$ cat src/sv/sfb_pkg.sv
// Package: transfer types and constants for the serial frame builder.
`timescale 1ns / 1ps

package sfb_pkg;

   localparam logic       OP_START     = 1'b0;
   localparam logic       OP_PAYLOAD   = 1'b1;

   localparam int         CSR_INDEX_W  = 1;
   localparam logic [0:0] CSR_SOF_FIRST  = 1'b0;
   localparam logic [0:0] CSR_SOF_SECOND = 1'b1;

   localparam int         BURST_DEPTH  = 6;
   localparam int         BURST_CNT_W  = 3;
   localparam logic [7:0] LEN_ADJUST   = 8'd3;

   typedef struct packed {
      logic       op;
      logic [7:0] command;
      logic [7:0] payload_len;
      logic       use_given_seq;
      logic [7:0] seq_value;
      logic [7:0] data_byte;
   } req_type;

   typedef struct packed {
      logic [7:0] frame_byte;
      logic       frame_end;
   } rsp_type;

endpackage

$ cat src/sv/serial_frame_builder_xor_checksum_core.sv
// Top level: serial frame builder with sequence counter and XOR checksum.
`timescale 1ns / 1ps

// A start transfer (op 0) emits SOF1, SOF2, length+3, sequence and command, and
// the checksum byte too when the payload length is zero; each payload transfer
// emits its byte and, on the last one, the checksum with frame_end set. A
// transfer is taken into a six-entry burst buffer and its bytes leave through
// the output register one per cycle unless rsp_stall holds. The next request
// is accepted in the cycle that the last buffered byte moves to the output
// register, so payload transfers run at one per cycle unless rsp_stall holds;
// a final payload transfer fills two buffer entries and a start transfer five
// (six with an empty payload). Payload bytes with no frame open are taken and
// dropped. The sof registers may be written at any time the block is idle.
module serial_frame_builder_xor_checksum_core #(
   parameter int MAX_PAYLOAD = 252
) (
   input  logic                             clock,
   input  logic                             reset,
   input  logic                             req_valid,
   output logic                             req_stall,
   input  sfb_pkg::req_type                 req_data,
   output logic                             rsp_valid,
   input  logic                             rsp_stall,
   output sfb_pkg::rsp_type                 rsp_data,
   input  logic                             csr_valid,
   output logic                             csr_ready,
   input  logic [sfb_pkg::CSR_INDEX_W-1:0]  csr_index,
   input  logic [7:0]                       csr_wdata
);

   localparam logic [7:0] MaxLen = 8'(MAX_PAYLOAD);

   logic [7:0] sof_first_ff, sof_second_ff;
   logic [7:0] seq_ff, seq_in;
   logic [7:0] xor_ff, xor_in;
   logic [7:0] left_ff, left_in;
   logic       open_ff, open_in;

   logic [7:0]                      burst_byte_ff [sfb_pkg::BURST_DEPTH];
   logic [7:0]                      burst_byte_in [sfb_pkg::BURST_DEPTH];
   logic [sfb_pkg::BURST_DEPTH-1:0] burst_end_ff, burst_end_in;
   logic [sfb_pkg::BURST_CNT_W-1:0] burst_cnt_ff, burst_cnt_in;

   logic             rsp_valid_ff, rsp_valid_in;
   sfb_pkg::rsp_type rsp_data_ff, rsp_data_in;

   logic       pop, burst_free, req_take;
   logic [7:0] len_sat, pay_xor, pay_left;

   assign csr_ready = 1'b1;

   always_ff @(posedge clock) begin
      if (reset) begin
         sof_first_ff  <= 8'h00;
         sof_second_ff <= 8'h00;
      end else if (csr_valid) begin
         case (csr_index)
            sfb_pkg::CSR_SOF_FIRST:  sof_first_ff  <= csr_wdata;
            sfb_pkg::CSR_SOF_SECOND: sof_second_ff <= csr_wdata;
            default: ;
         endcase
      end
   end

   assign pop        = (burst_cnt_ff != '0) && (!rsp_valid_ff || !rsp_stall);
   assign burst_free = (burst_cnt_ff == '0) ||
                       ((burst_cnt_ff == sfb_pkg::BURST_CNT_W'(1)) && pop);
   assign req_take   = req_valid && burst_free;
   assign req_stall  = !burst_free;

   assign len_sat  = (req_data.payload_len > MaxLen) ? MaxLen : req_data.payload_len;
   assign pay_xor  = xor_ff ^ req_data.data_byte;
   assign pay_left = left_ff - 8'd1;

   always_comb begin
      seq_in       = seq_ff;
      xor_in       = xor_ff;
      left_in      = left_ff;
      open_in      = open_ff;
      burst_end_in = burst_end_ff;
      burst_cnt_in = burst_cnt_ff;
      for (int i = 0; i < sfb_pkg::BURST_DEPTH; i++) begin
         burst_byte_in[i] = burst_byte_ff[i];
      end
      if (pop) begin
         for (int i = 0; i < sfb_pkg::BURST_DEPTH - 1; i++) begin
            burst_byte_in[i] = burst_byte_ff[i+1];
         end
         burst_end_in = burst_end_ff >> 1;
         burst_cnt_in = burst_cnt_ff - sfb_pkg::BURST_CNT_W'(1);
      end
      if (req_take) begin
         burst_end_in = '0;
         burst_cnt_in = '0;
         if (req_data.op == sfb_pkg::OP_START) begin
            seq_in  = req_data.use_given_seq ? req_data.seq_value : seq_ff + 8'd1;
            xor_in  = req_data.command;
            left_in = len_sat;
            open_in = (len_sat != 8'd0);
            burst_byte_in[0] = sof_first_ff;
            burst_byte_in[1] = sof_second_ff;
            burst_byte_in[2] = len_sat + sfb_pkg::LEN_ADJUST;
            burst_byte_in[3] = seq_in;
            burst_byte_in[4] = req_data.command;
            burst_byte_in[5] = req_data.command;
            burst_end_in[5]  = 1'b1;
            burst_cnt_in     = (len_sat == 8'd0) ? sfb_pkg::BURST_CNT_W'(6)
                                                 : sfb_pkg::BURST_CNT_W'(5);
         end else if (open_ff) begin
            xor_in  = pay_xor;
            left_in = pay_left;
            open_in = (pay_left != 8'd0);
            burst_byte_in[0] = req_data.data_byte;
            burst_byte_in[1] = pay_xor;
            burst_end_in[1]  = 1'b1;
            burst_cnt_in     = (pay_left == 8'd0) ? sfb_pkg::BURST_CNT_W'(2)
                                                  : sfb_pkg::BURST_CNT_W'(1);
         end
      end
   end

   always_comb begin
      rsp_valid_in = rsp_valid_ff;
      rsp_data_in  = rsp_data_ff;
      if (pop) begin
         rsp_valid_in          = 1'b1;
         rsp_data_in.frame_byte = burst_byte_ff[0];
         rsp_data_in.frame_end  = burst_end_ff[0];
      end else if (rsp_valid_ff && !rsp_stall) begin
         rsp_valid_in = 1'b0;
      end
   end

   always_ff @(posedge clock) begin
      if (reset) begin
         seq_ff       <= 8'h00;
         xor_ff       <= 8'h00;
         left_ff      <= 8'h00;
         open_ff      <= 1'b0;
         burst_cnt_ff <= '0;
         burst_end_ff <= '0;
         rsp_valid_ff <= 1'b0;
      end else begin
         seq_ff       <= seq_in;
         xor_ff       <= xor_in;
         left_ff      <= left_in;
         open_ff      <= open_in;
         burst_cnt_ff <= burst_cnt_in;
         burst_end_ff <= burst_end_in;
         rsp_valid_ff <= rsp_valid_in;
      end
   end

   always_ff @(posedge clock) begin
      for (int i = 0; i < sfb_pkg::BURST_DEPTH; i++) begin
         burst_byte_ff[i] <= burst_byte_in[i];
      end
      rsp_data_ff <= rsp_data_in;
   end

   assign rsp_valid = rsp_valid_ff;
   assign rsp_data  = rsp_data_ff;

   a_burst_depth: assert property (@(posedge clock) disable iff (reset)
      burst_cnt_ff <= sfb_pkg::BURST_CNT_W'(sfb_pkg::BURST_DEPTH))
      else $error("burst count overflow");

   a_open_left: assert property (@(posedge clock) disable iff (reset)
      open_ff |-> (left_ff != 8'd0))
      else $error("open frame with no bytes left");

   a_end_last: assert property (@(posedge clock) disable iff (reset)
      (burst_cnt_ff > sfb_pkg::BURST_CNT_W'(1)) |-> !burst_end_ff[0])
      else $error("frame end before last buffered byte");

   a_busy_stall: assert property (@(posedge clock) disable iff (reset)
      (burst_cnt_ff > sfb_pkg::BURST_CNT_W'(1)) |-> req_stall)
      else $error("request taken while burst pending");

endmodule
$ cat config.mk
export PLATFORM = sky130hd
export DESIGN_NAME = serial_frame_builder_xor_checksum_core
export DESIGN_NICKNAME = d
export VERILOG_FILES = /design/src/sv/sfb_pkg.sv /design/src/sv/serial_frame_builder_xor_checksum_core.sv
export SDC_FILE = /design/constraint.sdc
export NUM_CORES = 1
export LEC_CHECK = 0
export BUFFER_PORTS_ARGS = -buffer_cell sky130_fd_sc_hd__buf_2
export CAP_MARGIN = 20
export CORE_AREA = 2 2 107 109
export CTS_CLUSTER_DIAMETER = 60
export CTS_CLUSTER_SIZE = 20
export DETAILED_ROUTE_END_ITERATION = 12
export DIE_AREA = 0 0 109 111
export PLACE_DENSITY = 0.81
export SETUP_SLACK_MARGIN = 0.1
export SYNTH_ARGS = -nofsm -noshare
export SYNTH_HDL_FRONTEND = slang
export SYNTH_SLANG_ARGS = --single-unit
$ cat constraint.sdc
create_clock -name clock -period 1.9 [get_ports clock]
set_clock_uncertainty 0.1 [all_clocks]
set_input_delay 0.19 -clock clock [delete_from_list [all_inputs] [get_ports clock]]
set_output_delay 0.19 -clock clock [all_outputs]
set_load 0.01 [all_outputs]
==> results of run 1 <==
[layout by cell type, fill, tap and decap left out, drive strengths merged, types with 2 or more instances in the layout]
cell,instances
a22oi,3
xnor2,15
ha,7
o211ai,4
nor4,2
nand3,24
buf,99
nand4,2
nand3b,8
a21oi,55
dfxtp,91
o32ai,2
edfxtp,17
a311oi,2
inv,8
clkinv,5
clkbuf,15
nand2,92
mux2i,20
and3,3
a31oi,14
nor3,10
mux2,22
o211a,2
xor2,6
and4,2
o21ai,54
nor2,46
o22ai,19
o2bb2ai,9
or2,2
nand2b,7
dlygate4sd3,12
a211oi,4
nor2b,3
o21a,2
[worst max-delay path: cells and delay by family (launching register included)]
| family | cells | cell delay (ps) |
|---|---|---|
| AOI/OAI and AO/OA | 2 | 450 |
| adders and majority gates | 1 | 140 |
| buffers and inverters | 4 | 500 |
| DFF | 1 | 350 |
| and+or+nand+nor | 1 | 220 |
[timing repair]
action,in CTS,in global routing
endpoints found under the hold margin,12,1
pin swaps,0,21
hold buffers,11,1
endpoints found under the setup margin,58,69
buffers inserted,0,6
gates resized for setup,15,98
cloned,0,7
[cell families after synthesis]
logic type	Yosys count	share of synthesized area (%)
AO/OA/AOI/OAI	172	19.0
XOR/XNOR	21	3.44
adder cells (fa/ha/maj)	7	1.64
buffers and inverters	53	5.92
flip-flops	108	43.6
multiplexers	42	8.38
other	1	0.0702
AND/OR/NAND/NOR	205	17.9
[power groups by stage]
stage	clock [mW]	sequential, mW	combinational, mW
after floorplan	0	3.52	2.82
after global placement	0	3.59	3.60
after detailed placement	0	3.62	3.76
after CTS	1.95	3.58	3.94
after global routing	2.05	3.71	5.47
final	1.97	3.66	5.13
[metrics by stage]
| stage | setup slack (ps) | TNS (ps) | area (um^2) | util (%) | hold WS (ps) |
|---|---|---|---|---|---|
| after floorplan | 106 | 0 | 5350 | - | 189 |
| after global placement | 64.7 | 0 | 5850 | 52.8 | 311 |
| after detailed placement | -52.8 | -131 | 5850 | 52.8 | 316 |
| after CTS | 77.9 | 0 | 6330 | 57.1 | 2.00 |
| after global routing | -5.26 | -5.26 | 6890 | 62.2 | 6.75 |
| final | 25.2 | 0 | 6890 | 62.2 | -8.72 |
[cell usage after synthesis (2+ instances only)]
| master | count |
|---|---|
| clkbuf_1 | 19 |
| buf_2 | 8 |
| nand2_2 | 2 |
| nand4_1 | 2 |
| a22oi_1 | 3 |
| inv_1 | 6 |
| mux2i_1 | 20 |
| edfxtp_1 | 17 |
| o21ai_0 | 52 |
| or2_2 | 2 |
| mux2_2 | 21 |
| o22ai_1 | 19 |
| and3_1 | 3 |
| xnor2_1 | 15 |
| nor2b_1 | 3 |
| nand2_1 | 89 |
| a211oi_1 | 4 |
| o21a_1 | 2 |
| a31oi_1 | 14 |
| clkbuf_8 | 6 |
| buf_4 | 8 |
| o32ai_1 | 2 |
| xor2_1 | 6 |
| a21oi_1 | 55 |
| o211a_1 | 2 |
| and4_1 | 2 |
| dfxtp_1 | 91 |
| nand3_1 | 24 |
| nor3_1 | 10 |
| nand2b_1 | 6 |
| o2bb2ai_1 | 9 |
| ha_1 | 7 |
| nand3b_1 | 8 |
| nor2_1 | 45 |
| buf_6 | 2 |
| o211ai_1 | 4 |
[flip-flops by register name, summed over array words and instances (netlist names)]
register       count
seq_ff             8
burst_end_ff       6
rsp_data           9
left_ff            8
burst_byte_ff     48
open_ff            1
sof_first_ff       8
sof_second_ff      8
burst_cnt_ff       3
rsp_valid          1
xor_ff             8
[final cells by class]
cell class	instances	share of cell area [%]
Sequential cell	108	34.0
Timing Repair Buffer	116	14.0
Clock inverter	6	1.20
Multi-Input combinational cell	449	43.7
Inverter	9	1.16
Clock buffer	10	3.32
Tap cell	143	2.60
[metal layers]
metal / up-vias / wire length, um / GRT usage (%)
met5: - / 0 / 0
met4: 0 / 604 / 9.66
met2: 330 / 8020 / 38.9
met1: 2438 / 6080 / 28.9
met3: 57 / 1620 / 5.17
li1: 2334 / - / -
[worst max-delay path by stage]
| stage | startpoint | end | slack, ps | depth (start not counted) |
|---|---|---|---|---|
| floorplan | burst_cnt_ff[0] | burst_byte_ff[0][0] | 110 | 9 |
| global placement | burst_cnt_ff[0] | burst_byte_ff[1][1] | 60 | 8 |
| detailed placement | req_data[20] | burst_cnt_ff[0] | -50 | 8 |
| global route | burst_cnt_ff[1] | burst_end_ff[2] | -5 | 8 |
| CTS | burst_cnt_ff[1] | left_ff[1] | 80 | 8 |
| finish | burst_cnt_ff[1] | burst_end_ff[2] | 30 | 8 |
==> metrics.cfg, run 1 <==
[sta]
setup_violations=0
maxSlewHeadroom_pct=63.8
fmax_mhz=533
min_period_ps=1870
slew_violations=0
period_share_pct=98.7
hold_violations=1
rsz0062_at_grt=true
fin_hold_ws_ps=-8.72
tightest_slew_ps=543

[setup_path]
cp_slowest_cell=dfxtp_2
cp_max_fo=6
worstRegToRegCells=8
critPathLaunchType=register
reg2reg_slack_ps=30
crit_required_ps=2050
r2r-start=burst_cnt_ff[1]
crit_arrival_ps=2030
criticalPathCategory=reg -> reg
end_kind=register
rr_endpoint=burst_end_ff[2]
crit_path_max_incr_delay_ps=350
path_cells=inv_4 -> ha_4 -> a21boi_4 -> o211a_4 -> buf_12 -> buf_6 -> clkbuf_16 -> nor3_1

[pwr]
p_clk_share_pct=18.3
ir_drop_v=0.000844
pwr-share-comb_pct=47.7
powerDensity_nw_per_um2=1560
p_int_mw=6.62
power_frac_seq_pct=34.0
finalPower_mw=10.8
swShare_pct=38.5
power_leakage_nw=2.67
p_sw_mw=4.14

[synth]
yosysTopAreaCellShare_pct=34.1
synthTopCellsByArea=dfxtp_1 34%, edfxtp_1 9.6%, nand2_1 6.3%, a21oi_1 5.2%, o21ai_0 4.9%
yosysWarnings=0
synth-main-ff-cell=dfxtp_1
async_flop_share_pct=0
ys_ff_latch=108
syn-cell-area_um2=5340
syn_nets=664
postSynthCellCount=609
synth-edff-count=17
ys_types=57
syn_area_per_cell_um2=8.77
synth_seq_area_share_pct=43.6
synth_top_cell_by_area=dfxtp_1

[global_routing]
grt_pass1_vias=4788
antenna_found_initial=0
grt_max_degree=50
grt_overflow_total=0
grt_pass1_wl_um=22600
grt_use_total_pct=23.4

[flow_run]
max_cap_viol_count=0

[cts]
root_buffer=clkbuf_16
cts_tree=done
ctsLongestPathBuffers=2
clkSinkCount=108
clk_pin_slew_ps=70
clk_latency_ps=360
h-tree-depth=3
numCtsBuffers=9

[final_layout]
area_growth_pct=29.0
diodes=0
nets=748
stdcell_count=841
multiInputGateArea_um2=3010
fillers=832
drive_above_1_share_pct=28.4
seqCellArea_um2=2340

[floorplanning]
rows=39
core_region_area_um2=11100
fp.dieH_um=111
start_util_pct=48.2
die_w_um=109
io-pin-count=60
die-area_um2=12100

[drt]
firstDrtPassIters=6
viasPerCell=6.13
route.detailed.drc=0
drtIter0Drc=603
wl_um=16300
vias=5159
ant_nets=0
wire_per_inst_um=19.4

[status]
outcome=finished, violations left
violations=hold timing

[hold_path]
hold_depth=2
worstHoldEndpoint=burst_cnt_ff[2]
hp-start=reset
holdCritPathClass=in -> reg

[placed_design]
dp.final_hpwl_um=9620
placedCellCount=800
place_congestion=0.907
io_buffer_count=58

Power figures use the tool's default switching activity.
==> run 2: changes to the inputs <==
--- a/config.mk
+++ b/config.mk
@@ -7,12 +7,14 @@
 export LEC_CHECK = 0
 export BUFFER_PORTS_ARGS = -buffer_cell sky130_fd_sc_hd__buf_2
 export CAP_MARGIN = 20
-export CORE_AREA = 2 2 107 109
+export CELL_PAD_IN_SITES_DETAIL_PLACEMENT = 1
+export CELL_PAD_IN_SITES_GLOBAL_PLACEMENT = 2
+export CORE_AREA = 2 2 133 135
 export CTS_CLUSTER_DIAMETER = 60
 export CTS_CLUSTER_SIZE = 20
 export DETAILED_ROUTE_END_ITERATION = 12
-export DIE_AREA = 0 0 109 111
-export PLACE_DENSITY = 0.81
+export DIE_AREA = 0 0 135 137
+export PLACE_DENSITY = 0.84
 export SETUP_SLACK_MARGIN = 0.1
 export SYNTH_ARGS = -nofsm -noshare
 export SYNTH_HDL_FRONTEND = slang
==> metrics.cfg, run 2 (same netlist as run 1, synthesis figures left out) <==
[setup_path]
criticalPathCategory=reg -> reg
crit_path_max_incr_delay_ps=340
end_kind=register
crit_required_ps=2090
r2r-start=burst_cnt_ff[1]
critPathLaunch=burst_cnt_ff[1]
cpMostUsedCell=clkbuf_16
cp_max_fo=5
critPathLaunchType=register
crit_arrival_ps=2010
cp_slowest_cell=dfxtp_2
path_cells=inv_4 -> ha_4 -> a21boi_4 -> o211a_4 -> clkbuf_16 -> o21a_4 -> clkbuf_16 -> nand2_1 -> a21oi_1

[floorplanning]
die_w_um=135
core_region_area_um2=17100
start_util_pct=31.3
rows=48
io-pin-count=60
fp.dieH_um=137
die-area_um2=18500

[sta]
period_share_pct=95.3
rsz0062_at_grt=true
tightest_slew_ps=562
fmax_mhz=552
min_period_ps=1810
setup_violations=0
maxSlewHeadroom_pct=62.6
tns_ps=0
hold_violations=0
slew_violations=0

[drt]
ant_nets=0
firstDrtPassIters=4
route.detailed.drc=0
wire_per_inst_um=18.3
vias=4907
wl_um=17200
drtIter0Drc=299
viasPerCell=5.20

[global_routing]
grt_overflow_total=0
grt_max_degree=36
grt_pass1_wl_um=26100
grt_pass1_vias=5176
grt_use_total_pct=18.1
antenna_found_initial=0

[cts]
numCtsBuffers=9
clk_latency_ps=360
clkSinkCount=108
ctsLongestPathBuffers=2
cts_tree=done
root_buffer=clkbuf_16
h-tree-depth=3
clk_pin_slew_ps=80

[pwr]
powerDensity_nw_per_um2=1480
ir_drop_v=0.000594
power_leakage_nw=2.74

[hold_path]
hp-start=csr_wdata[4]
holdCritPathClass=in -> reg

[final_layout]
drive_above_1_share_pct=29.5
final_cell_mix=87 x dfxtp_1, 86 x nand2_1, 59 x buf_2, 46 x a21oi_1, 43 x nor2_1
area_growth_pct=30.8
largest_register=burst_byte_ff
final_common_cell=dfxtp_1
largest_reg_flops=48
nets=769
diodes=0
fillers=1997
stdcell_count=944

[placed_design]
place_congestion=0.868
io_buffer_count=58
dp.final_hpwl_um=11700
placedCellCount=894

[status]
outcome=finished, final reports clean

[flow_run]
max_cap_viol_count=0

-- run 2: cell count changes in the layout (fill, tap and decap cells not counted), moves of 4 or more --
cell | previous run | this run
buf_4 | 27 | 42
o21ai_0 | 29 | 36
o22ai_4 | 6 | 0
o21ai_1 | 20 | 15
o22ai_2 | 3 | 7
-- run 2: layout make-up --
class	instances	area (um^2)	share of cell area (%)
clock buffers	13	250	3.58
multi-input cells	449	2930	41.9
flip-flops and latches	108	2340	33.4
repair buffers	135	1100	15.7
repair inverters	2	17.5	0.251
clock inverters	3	15.0	0.215
inverters	9	60.1	0.859
well taps	225	282	4.03
-- run 2: metrics by stage --
step           hold WS [ps]  utilization [%]  power [mW]  instance area [um^2]  worst slack (ps)
6_report               7.79             41.0        10.3                  6990              88.5
5_1_grt                30.8             41.0        11.0                  6990              15.6
4_1_cts                4.73             38.8        9.68                  6610              70.1
3_5_place_dp            310             35.4        7.64                  6040              -145
3_3_place_gp            312             35.4        7.44                  6040             -11.6
2_1_floorplan           189                -        6.34                  5350               106
-- run 2: power breakdown --
part / switching (mW) / total (mW) / internal [mW]
clock: 0.854 / 1.78 / 0.922
combinational: 2.56 / 4.94 / 2.38
sequential: 0.474 / 3.61 / 3.13
-- run 2: path summary, 6_finish.rpt --
kind                      endpoint  slack (ps)  cells past startpoint
setup / recovery         xor_ff[1]          90                      9
hold / removal    sof_second_ff[4]           8                      3
hold reg to reg        rsp_data[7]         340                      0
setup reg to reg         xor_ff[1]          90                      9
-- run 2: per-layer routing --
layer	vias up	share of wire [%]	global-route usage, %
met5	-	0	0
met4	0	2.0	7.47
met3	21	3.1	3.52
met2	86	50	30.8
met1	2426	45	22.5
li1	2374	-	-
-- run 2: timing repair --
action                                  in CTS  in global routing
cloned                                       2                  7
endpoints found under the hold margin       17                  0
gates resized for setup                     33                 57
hold buffers                                15                  0
endpoints found under the setup margin      61                 76
pin swaps                                   16                 18
setup buffers                                6                  4
-- run 2: critical path, delay by kind of cell (launching register included) --
kind            cells  cell delay [ps]
compound gates      4              720
fa+ha+maj           1              120
buf+inv             3              400
flops               1              340
simple gates        1               60
==> run 3: changes to the inputs <==
==> constraint.sdc (replaced) <==
create_clock -name clock -period 1.6 [get_ports clock]
set_clock_uncertainty 0.1 [all_clocks]
set_input_delay 0.16 -clock clock [delete_from_list [all_inputs] [get_ports clock]]
set_output_delay 0.16 -clock clock [all_outputs]
set_load 0.01 [all_outputs]
==> metrics.cfg, run 3 (same netlist as run 1, synthesis figures left out) <==
[setup_path]
crit_required_ps=1740
worst-path-buf-inv=3
cp_top_family=buffers and inverters
reg2reg_slack_ps=-220
r2r-start=burst_cnt_ff[1]
cp_max_fo=4
path_cells=inv_2 -> buf_6 -> ha_4 -> nand2b_4 -> nand2_8 -> buf_6 -> mux2_4 -> o21ai_2 -> a21oi_1
critical_path_cell_count=9
cp_slowest_cell=dfxtp_2
critPathCapture=burst_byte_ff[0][7]
end_kind=register
critPathLaunch=burst_cnt_ff[1]
crit_arrival_ps=1960
rr_endpoint=burst_byte_ff[0][7]
crit_path_max_incr_delay_ps=320
cpMostUsedCell=buf_6
critPathLaunchType=register
worstRegToRegCells=9
criticalPathCategory=reg -> reg

[pwr]
finalPower_mw=14.4
ir_drop_v=0.000802
power_leakage_nw=3.12
powerDensity_nw_per_um2=1840

[drt]
route.detailed.drc=0
ant_nets=0
firstDrtPassIters=4
vias=5199
viasPerCell=5.33
drtIter0Drc=359
wire_per_inst_um=19.4
wl_um=18900

[final_layout]
largest_reg_flops=48
multiInputGateArea_um2=3440
diodes=0
fillers=1958
largest_register=burst_byte_ff
drive_above_1_share_pct=43.5
final_cell_mix=87 x dfxtp_1, 70 x nand2_1, 58 x buf_2, 54 x buf_4
area_growth_pct=47.2
seqCellArea_um2=2340
nets=800
final_common_cell=dfxtp_1

[global_routing]
grt_pass1_vias=5411
grt_use_total_pct=20.1
grt_pass1_wl_um=28900
antenna_found_initial=0
grt_max_degree=33
grt_overflow_total=0

[sta]
min_period_ps=1820
period_share_pct=114
slew_violations=0
fmax_mhz=550
setup_slack_ps=-218
setup_violations=91
fin_hold_ws_ps=26.1
hold_violations=0
tns_ps=-11730
rsz0062_at_grt=true

[floorplanning]
core_region_area_um2=17100
io-pin-count=60
rows=48
die_w_um=135
fp.dieH_um=137
die-area_um2=18500
start_util_pct=31.3

[cts]
numCtsBuffers=9
clkSinkCount=108
cts_tree=done
h-tree-depth=3
ctsLongestPathBuffers=2
clk_latency_ps=370
root_buffer=clkbuf_16
clk_pin_slew_ps=70

[placed_design]
place_congestion=0.800
io_buffer_count=58
dp.final_hpwl_um=11900

[hold_path]
holdCritPathClass=in -> reg

[flow_run]
max_cap_viol_count=0

[status]
outcome=finished, violations left
violations=setup timing

run 3: layout make-up:
type                       instances  area share (%)
multi-input combinational        449            43.7
sequential                       108            29.7
timing repair buffer             165            18.0
tap                              225            3.58
clock buffer                       9            2.86
inverter                           9           0.795
clock inverter                     7           0.748
timing repair inverter             3           0.557
run 3: what timing repair did:
item,4_1_cts,5_1_grt
pin swaps,30,27
hold endpoints to repair,25,0
hold buffers,16,0
setup buffers,8,10
setup endpoints to repair,92,92
gates resized for setup,119,111
gates cloned,5,3
run 3: worst min-delay path by stage:
stage,start,endpoint,slack [ps],cells past startpoint
2_1_floorplan,req_data[25],burst_byte_ff[5][0],160,0
3_3_place_gp,req_data[31],burst_byte_ff[5][6],290,1
3_5_place_dp,req_data[31],burst_byte_ff[5][6],290,1
4_1_cts,req_data[9],burst_byte_ff[3][1],30,3
5_1_grt,req_data[9],seq_ff[1],40,3
6_report,req_data[9],seq_ff[1],30,3
run 3: worst reg2reg max path: cells and delay by family, from the launching register on:
| family | cells | cell delay [ps] |
|---|---|---|
| fa+ha+maj | 1 | 150 |
| buf+inv | 3 | 350 |
| compound gates | 2 | 210 |
| simple gates | 2 | 260 |
| flops | 1 | 320 |
| mux | 1 | 320 |
run 3: metal layers:
layer	vias to the layer above	share of wire [%]	GRT usage, %	wire, um
li1	2445	-	-	-
met1	2613	42	24.4	7850
met2	112	52	36.8	9890
met3	29	3.9	4.15	746
met4	0	2.2	4.11	418
met5	-	0	0	0
run 3: power by group:
group          switching (mW)  internal, mW  leakage (nW)
Sequential              0.624          3.72         0.918
Clock                    1.13          1.09         0.144
Combinational            3.90          3.97          2.06
run 3: metrics by stage:
step	util [%]	cells	worst slack (ps)	instance area, um^2
2_1_floorplan	-	609	-110	5490
3_3_place_gp	36.7	918	-228	6260
3_5_place_dp	36.7	918	-386	6260
4_1_cts	43.0	963	-182	7340
5_1_grt	46.1	975	-262	7870
6_report	46.1	975	-218	7870
